$ cat src/hw/rtl/spvm_pkg.sv
// spvm_pkg: shared types and constants for the stereo pan/volume mixer.
// No dependencies; imported by every module of the block.

package spvm_pkg;

    localparam int unsigned VOL_FULL_SCALE = 255;
    localparam logic [7:0]  PAN_CENTER     = 8'd128;
    localparam logic [8:0]  SAMPLE8_BIAS   = 9'd127;
    localparam logic [7:0]  OUT8_BIAS      = 8'd127;
    localparam logic [7:0]  MASTER_VOL_RST = 8'd128;

    // register indexes on the config port
    localparam logic REG_MASTER_VOLUME = 1'b0;
    localparam logic REG_OUTPUT_8BIT   = 1'b1;

    // one classified contribution handed from front end to back end
    typedef struct packed {
        logic signed [15:0] sample;
        logic               is8;
        logic [9:0]         gain;
        logic [7:0]         left_share;
        logic [7:0]         right_share;
        logic               last;
    } spvm_item_t;

endpackage

$ cat src/hw/rtl/spvm_front.sv
// spvm_front: input stage; pan shares, volume product, then gain = x / 255.
// Depends on spvm_pkg.

module spvm_front
    import spvm_pkg::*;
(
    input  logic               clk,
    input  logic               rst_n,
    input  logic               in_valid,
    output logic               in_ready,
    input  logic signed [15:0] sample_value,
    input  logic               sample_is_8bit,
    input  logic [7:0]         channel_volume,
    input  logic signed [7:0]  pan,
    input  logic               last_of_frame,
    input  logic [7:0]         master_volume,
    output logic               push_valid,
    input  logic               push_ready,
    output spvm_item_t         push_item
);

    logic               s1_valid_reg, s1_valid_next;
    logic signed [15:0] s1_sample_reg, s1_sample_next;
    logic               s1_is8_reg, s1_is8_next;
    logic [7:0]         s1_left_reg, s1_left_next;
    logic [7:0]         s1_right_reg, s1_right_next;
    logic               s1_last_reg, s1_last_next;
    logic [15:0]        s1_prod_reg, s1_prod_next;
    logic               s2_valid_reg, s2_valid_next;
    spvm_item_t         s2_item_reg, s2_item_next;

    logic        s2_free;
    logic        s1_move;
    logic        in_take;
    logic [16:0] vol_prod;
    logic [16:0] x;
    logic [25:0] x_recip;
    logic [9:0]  q0;
    logic [17:0] q0_x255;
    logic [17:0] rem;
    logic [9:0]  gain;

    assign s2_free  = !s2_valid_reg || push_ready;
    assign s1_move  = s1_valid_reg && s2_free;
    assign in_ready = !s1_valid_reg || s2_free;
    assign in_take  = in_valid && in_ready;

    // stage 1: (vol + 1) * master, pan split
    assign vol_prod = 17'({1'b0, channel_volume} + 9'd1) * 17'(master_volume);

    always_comb
    begin
        s1_sample_next = sample_value;
        s1_is8_next    = sample_is_8bit;
        s1_last_next   = last_of_frame;
        s1_prod_next   = vol_prod[15:0];
        if (pan[7])
        begin
            s1_left_next  = PAN_CENTER;
            s1_right_next = PAN_CENTER + pan;
        end
        else
        begin
            s1_left_next  = PAN_CENTER - pan;
            s1_right_next = PAN_CENTER;
        end
    end

    // stage 2: x / 255 via x*257 >> 16, then one correction step
    assign x       = {s1_prod_reg, 1'b0};
    assign x_recip = {1'b0, x, 8'd0} + 26'(x);
    assign q0      = x_recip[25:16];
    assign q0_x255 = {q0, 8'd0} - 18'(q0);
    assign rem     = 18'(x) - q0_x255;
    assign gain    = (rem >= 18'(VOL_FULL_SCALE)) ? q0 + 10'd1 : q0;

    always_comb
    begin
        s2_item_next.sample      = s1_sample_reg;
        s2_item_next.is8         = s1_is8_reg;
        s2_item_next.gain        = gain;
        s2_item_next.left_share  = s1_left_reg;
        s2_item_next.right_share = s1_right_reg;
        s2_item_next.last        = s1_last_reg;
    end

    always_comb
    begin
        s1_valid_next = s1_valid_reg;
        if (in_take)
            s1_valid_next = 1'b1;
        else if (s1_move)
            s1_valid_next = 1'b0;

        s2_valid_next = s2_valid_reg;
        if (s1_move)
            s2_valid_next = 1'b1;
        else if (push_ready)
            s2_valid_next = 1'b0;
    end

    always_ff @(posedge clk or negedge rst_n)
    begin
        if (!rst_n)
        begin
            s1_valid_reg <= 1'b0;
            s2_valid_reg <= 1'b0;
        end
        else
        begin
            s1_valid_reg <= s1_valid_next;
            s2_valid_reg <= s2_valid_next;
            if (in_take)
            begin
                s1_sample_reg <= s1_sample_next;
                s1_is8_reg    <= s1_is8_next;
                s1_left_reg   <= s1_left_next;
                s1_right_reg  <= s1_right_next;
                s1_last_reg   <= s1_last_next;
                s1_prod_reg   <= s1_prod_next;
            end
            if (s1_move)
                s2_item_reg <= s2_item_next;
        end
    end

    assign push_valid = s2_valid_reg;
    assign push_item  = s2_item_reg;

endmodule

$ cat src/hw/rtl/spvm_queue.sv
// spvm_queue: small FIFO of classified contributions between front and back end.
// Depends on spvm_pkg.

module spvm_queue
    import spvm_pkg::*;
#(
    parameter int DEPTH = 2
)
(
    input  logic       clk,
    input  logic       rst_n,
    input  logic       push_valid,
    output logic       push_ready,
    input  spvm_item_t push_item,
    output logic       pop_valid,
    input  logic       pop_ready,
    output spvm_item_t pop_item
);

    localparam int PTR_W = $clog2(DEPTH);
    localparam int CNT_W = $clog2(DEPTH + 1);

    spvm_item_t       entry_reg [DEPTH];
    logic [PTR_W-1:0] wr_ptr_reg, wr_ptr_next;
    logic [PTR_W-1:0] rd_ptr_reg, rd_ptr_next;
    logic [CNT_W-1:0] count_reg, count_next;
    logic             do_push;
    logic             do_pop;

    assign push_ready = (count_reg != CNT_W'(DEPTH));
    assign pop_valid  = (count_reg != '0);
    assign do_push    = push_valid && push_ready;
    assign do_pop     = pop_valid && pop_ready;
    assign pop_item   = entry_reg[rd_ptr_reg];

    always_comb
    begin
        wr_ptr_next = wr_ptr_reg;
        rd_ptr_next = rd_ptr_reg;
        count_next  = count_reg;
        if (do_push)
            wr_ptr_next = (wr_ptr_reg == PTR_W'(DEPTH - 1)) ? '0 : wr_ptr_reg + 1'b1;
        if (do_pop)
            rd_ptr_next = (rd_ptr_reg == PTR_W'(DEPTH - 1)) ? '0 : rd_ptr_reg + 1'b1;
        if (do_push && !do_pop)
            count_next = count_reg + 1'b1;
        else if (do_pop && !do_push)
            count_next = count_reg - 1'b1;
    end

    always_ff @(posedge clk or negedge rst_n)
    begin
        if (!rst_n)
        begin
            wr_ptr_reg <= '0;
            rd_ptr_reg <= '0;
            count_reg  <= '0;
        end
        else
        begin
            wr_ptr_reg <= wr_ptr_next;
            rd_ptr_reg <= rd_ptr_next;
            count_reg  <= count_next;
        end
    end

    always_ff @(posedge clk)
    begin
        if (do_push)
            entry_reg[wr_ptr_reg] <= push_item;
    end

endmodule

$ cat src/hw/rtl/spvm_back.sv
// spvm_back: scales each contribution, accumulates left/right, clips at frame end.
// Depends on spvm_pkg.

module spvm_back
    import spvm_pkg::*;
(
    input  logic        clk,
    input  logic        rst_n,
    input  logic        item_valid,
    output logic        item_ready,
    input  spvm_item_t  item,
    input  logic        output_8bit,
    output logic        out_valid,
    input  logic        out_ready,
    output logic [15:0] left_out,
    output logic [15:0] right_out
);

    typedef enum logic [1:0] {
        ST_IDLE,
        ST_ACC,
        ST_OUT
    } state_t;

    state_t             state_reg, state_next;
    logic signed [17:0] v_reg, v_next;
    logic [7:0]         left_reg, left_next;
    logic [7:0]         right_reg, right_next;
    logic               last_reg, last_next;
    logic [31:0]        acc_l_reg, acc_l_next;
    logic [31:0]        acc_r_reg, acc_r_next;
    logic [15:0]        out_l_reg, out_l_next;
    logic [15:0]        out_r_reg, out_r_next;
    logic               out_valid_reg, out_valid_next;

    logic signed [8:0]  v8;
    logic signed [15:0] mul_a;
    logic signed [10:0] mul_b;
    logic signed [26:0] prod;
    logic signed [26:0] prod_adj;
    logic signed [17:0] v_calc;
    logic signed [26:0] pl;
    logic signed [26:0] pr;
    logic signed [26:0] pl_adj;
    logic signed [26:0] pr_adj;
    logic signed [18:0] dl;
    logic signed [18:0] dr;

    function automatic logic [15:0] clip_sample(input logic signed [31:0] acc,
                                                input logic mode8);
        logic signed [31:0] adj;
        logic signed [23:0] s;
        logic [15:0]        r;
        adj = acc + (acc[31] ? 32'sd255 : 32'sd0);
        s   = adj[31:8];
        if (mode8)
        begin
            if (s > 24'sd127)
                r = 16'd255;
            else if (s < -24'sd127)
                r = 16'd0;
            else
                r = {8'd0, s[7:0] + OUT8_BIAS};
        end
        else
        begin
            if (acc > 32'sd32767)
                r = 16'h7fff;
            else if (acc < -32'sd32768)
                r = 16'h8000;
            else
                r = acc[15:0];
        end
        return r;
    endfunction

    // sample * gain; 16-bit path divides by 256 toward zero
    assign v8       = $signed({1'b0, item.sample[7:0]}) - $signed(SAMPLE8_BIAS);
    assign mul_a    = item.is8 ? {{7{v8[8]}}, v8} : item.sample;
    assign mul_b    = $signed({1'b0, item.gain});
    assign prod     = mul_a * mul_b;
    assign prod_adj = prod + {19'd0, {8{prod[26]}}};
    assign v_calc   = item.is8 ? prod[17:0] : prod_adj[25:8];

    // pan shares, /128 toward zero
    assign pl     = v_reg * $signed({1'b0, left_reg});
    assign pr     = v_reg * $signed({1'b0, right_reg});
    assign pl_adj = pl + {20'd0, {7{pl[26]}}};
    assign pr_adj = pr + {20'd0, {7{pr[26]}}};
    assign dl     = pl_adj[25:7];
    assign dr     = pr_adj[25:7];

    assign item_ready = (state_reg == ST_IDLE);

    always_comb
    begin
        state_next     = state_reg;
        v_next         = v_reg;
        left_next      = left_reg;
        right_next     = right_reg;
        last_next      = last_reg;
        acc_l_next     = acc_l_reg;
        acc_r_next     = acc_r_reg;
        out_l_next     = out_l_reg;
        out_r_next     = out_r_reg;
        out_valid_next = out_valid_reg && !out_ready;
        case (state_reg)
            ST_IDLE:
            begin
                if (item_valid)
                begin
                    v_next     = v_calc;
                    left_next  = item.left_share;
                    right_next = item.right_share;
                    last_next  = item.last;
                    state_next = ST_ACC;
                end
            end
            ST_ACC:
            begin
                acc_l_next = acc_l_reg + {{13{dl[18]}}, dl};
                acc_r_next = acc_r_reg + {{13{dr[18]}}, dr};
                state_next = last_reg ? ST_OUT : ST_IDLE;
            end
            ST_OUT:
            begin
                if (!out_valid_reg || out_ready)
                begin
                    out_l_next     = clip_sample(acc_l_reg, output_8bit);
                    out_r_next     = clip_sample(acc_r_reg, output_8bit);
                    out_valid_next = 1'b1;
                    acc_l_next     = '0;
                    acc_r_next     = '0;
                    state_next     = ST_IDLE;
                end
            end
            default:
            begin
                state_next = ST_IDLE;
            end
        endcase
    end

    always_ff @(posedge clk or negedge rst_n)
    begin
        if (!rst_n)
        begin
            state_reg     <= ST_IDLE;
            acc_l_reg     <= '0;
            acc_r_reg     <= '0;
            out_valid_reg <= 1'b0;
        end
        else
        begin
            state_reg     <= state_next;
            acc_l_reg     <= acc_l_next;
            acc_r_reg     <= acc_r_next;
            out_valid_reg <= out_valid_next;
            v_reg         <= v_next;
            left_reg      <= left_next;
            right_reg     <= right_next;
            last_reg      <= last_next;
            out_l_reg     <= out_l_next;
            out_r_reg     <= out_r_next;
        end
    end

    assign out_valid = out_valid_reg;
    assign left_out  = out_l_reg;
    assign right_out = out_r_reg;

endmodule

$ cat src/hw/rtl/stereo_pan_volume_mixer.sv
// stereo_pan_volume_mixer: top level, config registers and front/queue/back wiring.
// Depends on spvm_pkg, spvm_front, spvm_queue, spvm_back.
//
// Usage:
//   Slave stream: one beat per channel contribution of the current output frame;
//   tlast marks the last contribution of a frame, tuser flags an 8-bit sample.
//   Master stream: one beat per frame carrying the clipped left/right pair.
//   Config: APB-style; master_volume at 0x0, output_8bit at 0x4. Write only
//   while the block is idle.
// Data path:
//   The front end takes a beat every cycle while s_axis_tready is high, into a
//   two-stage pipeline (volume product, then gain division) and a
//   QUEUE_DEPTH-entry queue. The back end scales a contribution (ST_IDLE), then
//   pans and accumulates it (ST_ACC), and at frame end clips and loads the
//   output register (ST_OUT); it takes no new contribution until it has
//   finished with the previous one.
// Reset clears the pipeline, queue, accumulators and output valid; master
//   volume returns to 128, output mode to signed 16-bit.
// A stalled receiver holds the result in the output register; the back end
//   then waits at the next frame end and the queue and front end fill up
//   before s_axis_tready drops.

module stereo_pan_volume_mixer
    import spvm_pkg::*;
#(
    parameter int QUEUE_DEPTH = 2
)
(
    input  logic        clk,
    input  logic        rst_n,
    // slave stream
    input  logic        s_axis_tvalid,
    output logic        s_axis_tready,
    input  logic [31:0] s_axis_tdata,   // sample_value[15:0], channel_volume[23:16], pan[31:24]
    input  logic [0:0]  s_axis_tuser,   // sample_is_8bit[0]
    input  logic        s_axis_tlast,
    // master stream
    output logic        m_axis_tvalid,
    input  logic        m_axis_tready,
    output logic [31:0] m_axis_tdata,   // left_out[15:0], right_out[31:16]
    // config port
    input  logic        psel,
    input  logic        penable,
    input  logic        pwrite,
    input  logic [2:0]  paddr,
    input  logic [31:0] pwdata,
    output logic [31:0] prdata,
    output logic        pready
);

    logic [7:0]  master_volume_reg, master_volume_next;
    logic        output_8bit_reg, output_8bit_next;
    logic        cfg_wr;
    logic        reg_idx;

    logic        push_valid;
    logic        push_ready;
    spvm_item_t  push_item;
    logic        pop_valid;
    logic        pop_ready;
    spvm_item_t  pop_item;
    logic [15:0] left_out;
    logic [15:0] right_out;

    assign pready  = 1'b1;
    assign reg_idx = paddr[2];
    assign cfg_wr  = psel && penable && pwrite && pready;

    always_comb
    begin
        master_volume_next = master_volume_reg;
        output_8bit_next   = output_8bit_reg;
        if (cfg_wr)
        begin
            case (reg_idx)
                REG_MASTER_VOLUME: master_volume_next = pwdata[7:0];
                REG_OUTPUT_8BIT:   output_8bit_next   = pwdata[0];
                default:           master_volume_next = master_volume_reg;
            endcase
        end
    end

    always_comb
    begin
        case (reg_idx)
            REG_MASTER_VOLUME: prdata = {24'd0, master_volume_reg};
            REG_OUTPUT_8BIT:   prdata = {31'd0, output_8bit_reg};
            default:           prdata = '0;
        endcase
    end

    always_ff @(posedge clk or negedge rst_n)
    begin
        if (!rst_n)
        begin
            master_volume_reg <= MASTER_VOL_RST;
            output_8bit_reg   <= 1'b0;
        end
        else
        begin
            master_volume_reg <= master_volume_next;
            output_8bit_reg   <= output_8bit_next;
        end
    end

    spvm_front u_front (
        .clk            (clk),
        .rst_n          (rst_n),
        .in_valid       (s_axis_tvalid),
        .in_ready       (s_axis_tready),
        .sample_value   ($signed(s_axis_tdata[15:0])),
        .sample_is_8bit (s_axis_tuser[0]),
        .channel_volume (s_axis_tdata[23:16]),
        .pan            ($signed(s_axis_tdata[31:24])),
        .last_of_frame  (s_axis_tlast),
        .master_volume  (master_volume_reg),
        .push_valid     (push_valid),
        .push_ready     (push_ready),
        .push_item      (push_item)
    );

    spvm_queue #(
        .DEPTH (QUEUE_DEPTH)
    ) u_queue (
        .clk        (clk),
        .rst_n      (rst_n),
        .push_valid (push_valid),
        .push_ready (push_ready),
        .push_item  (push_item),
        .pop_valid  (pop_valid),
        .pop_ready  (pop_ready),
        .pop_item   (pop_item)
    );

    spvm_back u_back (
        .clk         (clk),
        .rst_n       (rst_n),
        .item_valid  (pop_valid),
        .item_ready  (pop_ready),
        .item        (pop_item),
        .output_8bit (output_8bit_reg),
        .out_valid   (m_axis_tvalid),
        .out_ready   (m_axis_tready),
        .left_out    (left_out),
        .right_out   (right_out)
    );

    assign m_axis_tdata = {right_out, left_out};

endmodule

$ cat config.mk
export PLATFORM = sky130hd
export DESIGN_NAME = stereo_pan_volume_mixer
export DESIGN_NICKNAME = d
export VERILOG_FILES = /design/src/hw/rtl/spvm_pkg.sv /design/src/hw/rtl/spvm_front.sv /design/src/hw/rtl/spvm_queue.sv /design/src/hw/rtl/spvm_back.sv /design/src/hw/rtl/stereo_pan_volume_mixer.sv
export SDC_FILE = /design/constraint.sdc
export NUM_CORES = 2
export LEC_CHECK = 0
export BUFFER_PORTS_ARGS = -buffer_cell sky130_fd_sc_hd__buf_2
export CORE_ASPECT_RATIO = 0.5
export CORE_MARGIN = 2
export CORE_UTILIZATION = 65
export DETAILED_ROUTE_END_ITERATION = 7
export PLACE_DENSITY_LB_ADDON = 0.15
export SYNTH_ARGS = -nofsm -noshare
export SYNTH_HDL_FRONTEND = slang
export SYNTH_SLANG_ARGS = --single-unit
$ cat constraint.sdc
create_clock -name clk -period 14.1 [get_ports clk]
set_clock_uncertainty 0.1 [all_clocks]
set_input_delay 1.41 -clock clk [delete_from_list [all_inputs] [get_ports clk]]
set_output_delay 1.41 -clock clk [all_outputs]
set_load 0.02 [all_outputs]
Word-level counts from Yosys, hierarchy flattened

Memories as Yosys holds them, arrays and structs flattened.
Cells that the tools add are included.

Bits in registers: 243
Bits in writable memories: 88
Bits of input ports: 76
Output and inout bits: 67
Logic and storage cells: 137
Memories kept: 1

Memories:

| name              | depth | bits a word | read ports | clocked after memory_dff | write ports | line             | RTL |
|---|---|---|---|---|---|---|---|
| u_queue.entry_reg | 2     | 44          | 1          | 0                        | 1           | spvm_queue.sv:23 | `spvm_item_t entry_reg [DEPTH];` |

$add $sub $neg: 21
$mul: 4
Magnitude comparators: 9
Equal/unequal tests: 5
Multiplexer cells: 35
Bitwise logic cells: 1
Reduce and logical (&&, ||, !) cells: 32

Operators with widths:

| operator                                                                              | number |
|---|---|
| 32-bit one-hot mux with 2 select lines                                                | 3 |
| 16-bit two-way mux                                                                    | 9 |
| 32-bit adder                                                                          | 4 |
| 32-bit by 16-bit greater-than comparator with 1-bit output (second input constant)    | 2 |
| 32-bit by 16-bit < comparator with 1-bit output (second input constant)               | 2 |
| 18-bit by 9-bit multiplier with 27-bit output                                         | 2 |
| 26-bit by 7-bit adder with 26-bit output                                              | 2 |
| 24-bit by 8-bit greater-than comparator with 1-bit output (second input constant)     | 2 |
| 24-bit by 8-bit < comparator with 1-bit output (second input constant)                | 2 |
| 32-bit two-way mux                                                                    | 1 |
| 8-bit two-way mux                                                                     | 4 |
| 16-bit by 11-bit multiplier with 27-bit output                                        | 1 |
| 25-bit by 17-bit adder with 26-bit output                                             | 1 |
| 26-bit by 8-bit adder with 26-bit output                                              | 1 |
| 18-bit by 8-bit greater-or-equal comparator with 1-bit output (second input constant) | 1 |
| 18-bit two-way mux                                                                    | 1 |
| 17-bit by 18-bit subtractor with 18-bit output                                        | 1 |
| 18-bit by 10-bit subtractor with 18-bit output                                        | 1 |
| 17-bit by 8-bit multiplier with 16-bit output                                         | 1 |
| 8-bit by 7-bit adder with 8-bit output (second input constant)                        | 2 |
| 2-bit AND reduction                                                                   | 6 |
| 10-bit by 1-bit adder with 10-bit output (second input constant)                      | 1 |
| 1-bit two-way mux                                                                     | 10 |
| 10-bit two-way mux                                                                    | 1 |
| 20 further kinds                                                                      | 46 |

Depth between registers and ports, before layout

Depth in word-level cells: 6
Mapped depth: 46

By module

From an unflattened synthesis, not the netlist that was laid out.

Cell total of the unflattened synthesis: 3,993
Area total of the unflattened synthesis: 38,461.9 sq um

By module, submodules not included:

| module                  | instances | cells an instance | area an instance (sq um) |
|---|---|---|---|
| spvm_back               | 1         | 3,157             | 27,199.8 |
| spvm_front              | 1         | 625               | 7,044.3 |
| spvm_queue              | 1         | 155               | 3,569.7 |
| stereo_pan_volume_mixer | 1         | 56                | 648.1 |

Worst setup path after synthesis

OpenSTA, ideal clock, no wires.

Kind: register to register
Start point: register u_back.left_reg[2]
End point: register u_back.acc_l_reg[31]
Setup time: 69 ps
Arrival: 9,552 ps
Path slack: 4,380 ps
Stages on the path, launching flop included: 47
Period minus slack after synthesis: 9,720 ps
Cells stage by stage: edfxtp_1 > clkbuf_1 > clkbuf_1 > nand2_1 > fa_1 > inv_1 > fa_1 > fa_1 > inv_1 > fa_1 > inv_1 > ha_1 > buf_2 > nand4_1 > nor4b_1 > nor3_1 > a211oi_2 > nor2_1 > (+11 left out) > and3_1 > clkbuf_1 > nand3_1 > nor2b_1 > xor2_1 > ha_1 > a21o_1 > a21o_1 > a311o_1 > o21bai_1 > and4_1 > o31ai_1 > a311oi_1 > o21ai_1 > xor2_1 > xnor3_1 > or3_1 > nand3_1

Word-level cells in the longest chain between the ends: 4

Ends and longest elaborated chain:

| element                                       | line             | RTL |
|---|---|---|
| from (decl)                                   | spvm_back.sv:27  | `logic [7:0] left_reg, left_next;` |
| from (signal assigned)                        | spvm_back.sv:160 | `left_reg <= left_next;` |
| 18-bit by 9-bit multiplier with 27-bit output | spvm_back.sv:86  | `assign pl = v_reg * $signed({1'b0, left_reg});` |
| 26-bit by 7-bit adder with 26-bit output      | spvm_back.sv:88  | `assign pl_adj = pl + {20'd0, {7{pl[26]}}};` |
| 32-bit adder                                  | spvm_back.sv:121 | `acc_l_next = acc_l_reg + {{13{dl[18]}}, dl};` |
| 32-bit one-hot mux with 2 select lines        | spvm_back.sv:107 | `case (state_reg)` |
| to (signal assigned)                          | spvm_back.sv:156 | `acc_l_reg <= acc_l_next;` |
| to (decl)                                     | spvm_back.sv:30  | `logic [31:0] acc_l_reg, acc_l_next;` |

Every way passes these cells.
A chain may end at the register's enable or synchronous reset.

Final worst setup path

Start point: register u_back.v_reg[3]
End point: register u_back.acc_l_reg[31]

Word-level cells in the longest chain between the ends: 4

Ends and longest elaborated chain:

| element                                       | line             | RTL |
|---|---|---|
| from (decl)                                   | spvm_back.sv:26  | `logic signed [17:0] v_reg, v_next;` |
| from (signal assigned)                        | spvm_back.sv:159 | `v_reg <= v_next;` |
| 18-bit by 9-bit multiplier with 27-bit output | spvm_back.sv:86  |  |
| 26-bit by 7-bit adder with 26-bit output      | spvm_back.sv:88  |  |
| 32-bit adder                                  | spvm_back.sv:121 |  |
| 32-bit one-hot mux with 2 select lines        | spvm_back.sv:107 |  |

Every way passes these cells.

==> metrics list <==
- Overall die height: between 150 and 200 um
* Ranking of synthesized cells by instance count: 670 x sky130_fd_sc_hd__inv_1, 420 x sky130_fd_sc_hd__nand2_1, 418 x sky130_fd_sc_hd__fa_1
* Post-Layout Cell Count: 4,851
* Classification of the worst setup path: register to register
- After synthesis the netlist holds a flip-flop and latch count of around 330.
- After clock tree synthesis, the clock-pin slew on the worst setup and hold paths is roughly 80 ps.
* Final setup violation count: 0
- A synthesized cell averages around 9.5 um2.
* Area used by sequential logic in the layout: 9530 um2
* Bufs on Longest Clock Path: 3
- CTS built an H-tree with a depth of 1.
* Dominant register cell in the synthesized netlist: sky130_fd_sc_hd__edfxtp_1
* Wire length of the first global-routing pass: 138,000 um
* Cell type with the largest total area after synthesis: sky130_fd_sc_hd__fa_1
* Area of all placed cells without fillers: between 40,000 and 50,000 um2
* Kind of capture point of the worst setup path: register
- Of the post-synthesis cell area, the dominant cell type holds 0.219.
- Cell occurring most often along the worst timing path: sky130_fd_sc_hd__fa_1
* Cell at the root of the clock tree: sky130_fd_sc_hd__clkbuf_16
- Number of flops mapped to enable cells by yosys: 249
- During synthesis, Yosys emitted a total of 0 warnings.
- For this configuration, the core starts out at a cell density of 0.662.
- Crit-path max FO: 16
- Buffers added to address setup during post-CTS repair amount to 0.
- Synthesis handed over a netlist of 4,035 instances.
* Final critical-path share of the clock period: 0.813
* Clock tree from TritonCTS: done
- For met3 alone, demand over resource in global routing was 0.0318.
* Antenna violation net count after detailed routing: 0
- Summing over every cut layer, the via total after detailed routing is 27,700.
- In this run, placement finished with an instance count of 4,795.
* Top-count cell post-synth: sky130_fd_sc_hd__inv_1
* Number of search-and-repair iterations in the first detailed-routing pass: 6
* Endpoints failing hold: 0
* Met1 Use GR: 0.378
- For this run, design rule violations remaining after detail routing come to 0.
- Buffer and inverter count on the worst path: 3
- Insertion delay to the later sink of the worst-skew pair: around 600 ps
- Run status: finished clean
* Number of global-route vias before repair: about 29,000
- Final net count: ~4,900
- In this run, post-CTS repair resized a total of 0 instances.
- The placed instances occupy a cell area of 39,200 um2.
- For this run the aggregate overflow at the end of global routing stands at 0.
- Number of fill cells: 4,482
- Clock period minus worst slack: ~11,000 ps
- Across every metal layer, demand over resource in global routing totals 0.275.
- The routed design has 80,800 um of wire.
- Max-cap violations in this run came to 0.
- The largest individual stage delay along the critical path comes from the cell sky130_fd_sc_hd__edfxtp_1.
- Area of the core region: 57,700 um2
- Layout cells sized above 1: 0.0615
* Sinks on Clock Net: 331
- STA puts the critical path data arrival time at 11,900 ps.
- Top cells by area, synth: sky130_fd_sc_hd__fa_1 22%, sky130_fd_sc_hd__edfxtp_1 20%, sky130_fd_sc_hd__ha_1 11%
- Largest net degree at the start of global routing: 65
- Dividing the detail-routed wire length by the instance count gives roughly 17 um.
- Achievable frequency: 0.0872 GHz
* Element type at the critical path start: register
* Cell area after synthesis: around 38,000 um2
- Measured against its own limit, the worst slew margin works out to 0.321.
- In the global route stage, met2 resource usage came out at 0.474.
* Slew @ Worst Pin: 1010 ps
* Number of top-level pins: around 140
* Most Crowded Layer GR: met2
* Hold buffers post-CTS: 0
- Setup repair after global routing left no endpoint under its margin.
- Classification of the worst-slack hold path: register to register
* Quantity of I/O buffers inserted on ports: 91
- The floorplan step defined a die boundary enclosing 60,800 um2.
- Synthesis instantiated 102 different standard cells from the library.
- Largest stage delay on the critical path: 870 ps
- Per-cell via count in the routed design: 5.71
- Required time reported for the critical path endpoint: ~15,000 ps
- HPWL Detailed: 63,200 um
- The repair_antennas step left the layout with diodes totalling 0.
* Largest register FFs: between 80 and 90
* Synth-to-Final Area Change: 5.26%
- The congestion estimate from routability-driven global placement came to about 0.93.
* 1st-iter DRT viols: 1,746
* Ys async rst share: 0.248
- Final TNS setup: 0 ps
- Area of combinational cells with multiple inputs: about 26,000 um2
- CTS Buf Count: 30
- The number of antenna violations at the first check in global routing is 0.
- The final-report max-slew violation count came to 0.
- The floorplan has 62 rows.
- Crit path max-delay family: compound AO/OA/AOI/OAI gates
- Die width: 347 um
* Sequential share of the synthesized area: 0.249
[kinds of logic after synthesis]
logic type	synth area share
compound gates	0.104
flops	0.249
fa+ha+maj	0.328
xor+xnor	0.0600
other cells	0.000197
mux	0.0204
buf+inv	0.0824
simple gates	0.155
[metal layers]
| metal | wire length [um] | up-vias |
|---|---|---|
| li1 | - | 13200 |
| met1 | 36700 | 13700 |
| met2 | 38400 | 697 |
| met5 | 0 | - |
| met3 | 4130 | 111 |
| met4 | 1650 | 0 |
[worst paths after layout]
check                                                startpoint                               end  slack, ps  depth (start not counted)
max                                   u_back.v_reg[3]$_DFFE_PP_  u_back.acc_l_reg[31]$_DFFE_PN0P_       2640                         42
min                        u_front.s1_left_reg[0]$_SDFFCE_PP0P_    u_front.push_item[9]$_DFFE_PP_        320                          0
max reg2reg                           u_back.v_reg[3]$_DFFE_PP_  u_back.acc_l_reg[31]$_DFFE_PN0P_       2640                         42
min reg2reg                u_front.s1_left_reg[0]$_SDFFCE_PP0P_    u_front.push_item[9]$_DFFE_PP_        320                          0
max in group asynchronous                                 rst_n  u_back.acc_r_reg[29]$_DFFE_PN0P_      12080                          2
min in group asynchronous                                 rst_n  u_back.acc_l_reg[17]$_DFFE_PN0P_        660                          1
[placed cells by master (no fill, tap or decap), drive strengths merged, types with 32 or more instances in the layout]
cell type and instances:
buf 109, xor2 97, inv 676, xnor2 157, nand3 61, fa 418
nand2b 40, o21a 41, clkbuf 32, and2 214, a21o 73, nand2 420
a21oi 163, ha 334, o21ai 161, dfrtp 81, nor2b 60, mux2 44
nor3 49, edfxtp 249, nor2 213
[area by class of cell]
class,count,share of cell area
Multi-Input combinational cell,2917,0.637
Clock inverter,24,0.00554
Timing Repair Buffer,109,0.0147
Inverter,670,0.0625
Tap cell,768,0.0239
Sequential cell,331,0.237
Clock buffer,32,0.0189
[stage by stage]
stage	hold WS (ps)	util	setup slack, ps
finish	317	0.697	2640
global route	321	0.697	1830
CTS	319	0.697	2800
detailed placement	305	0.680	2820
global placement	300	0.680	2960
floorplan	300	-	4380
Power is not shown: default switching activity piles up to over one toggle a cycle in this logic, so the estimate is an artifact.
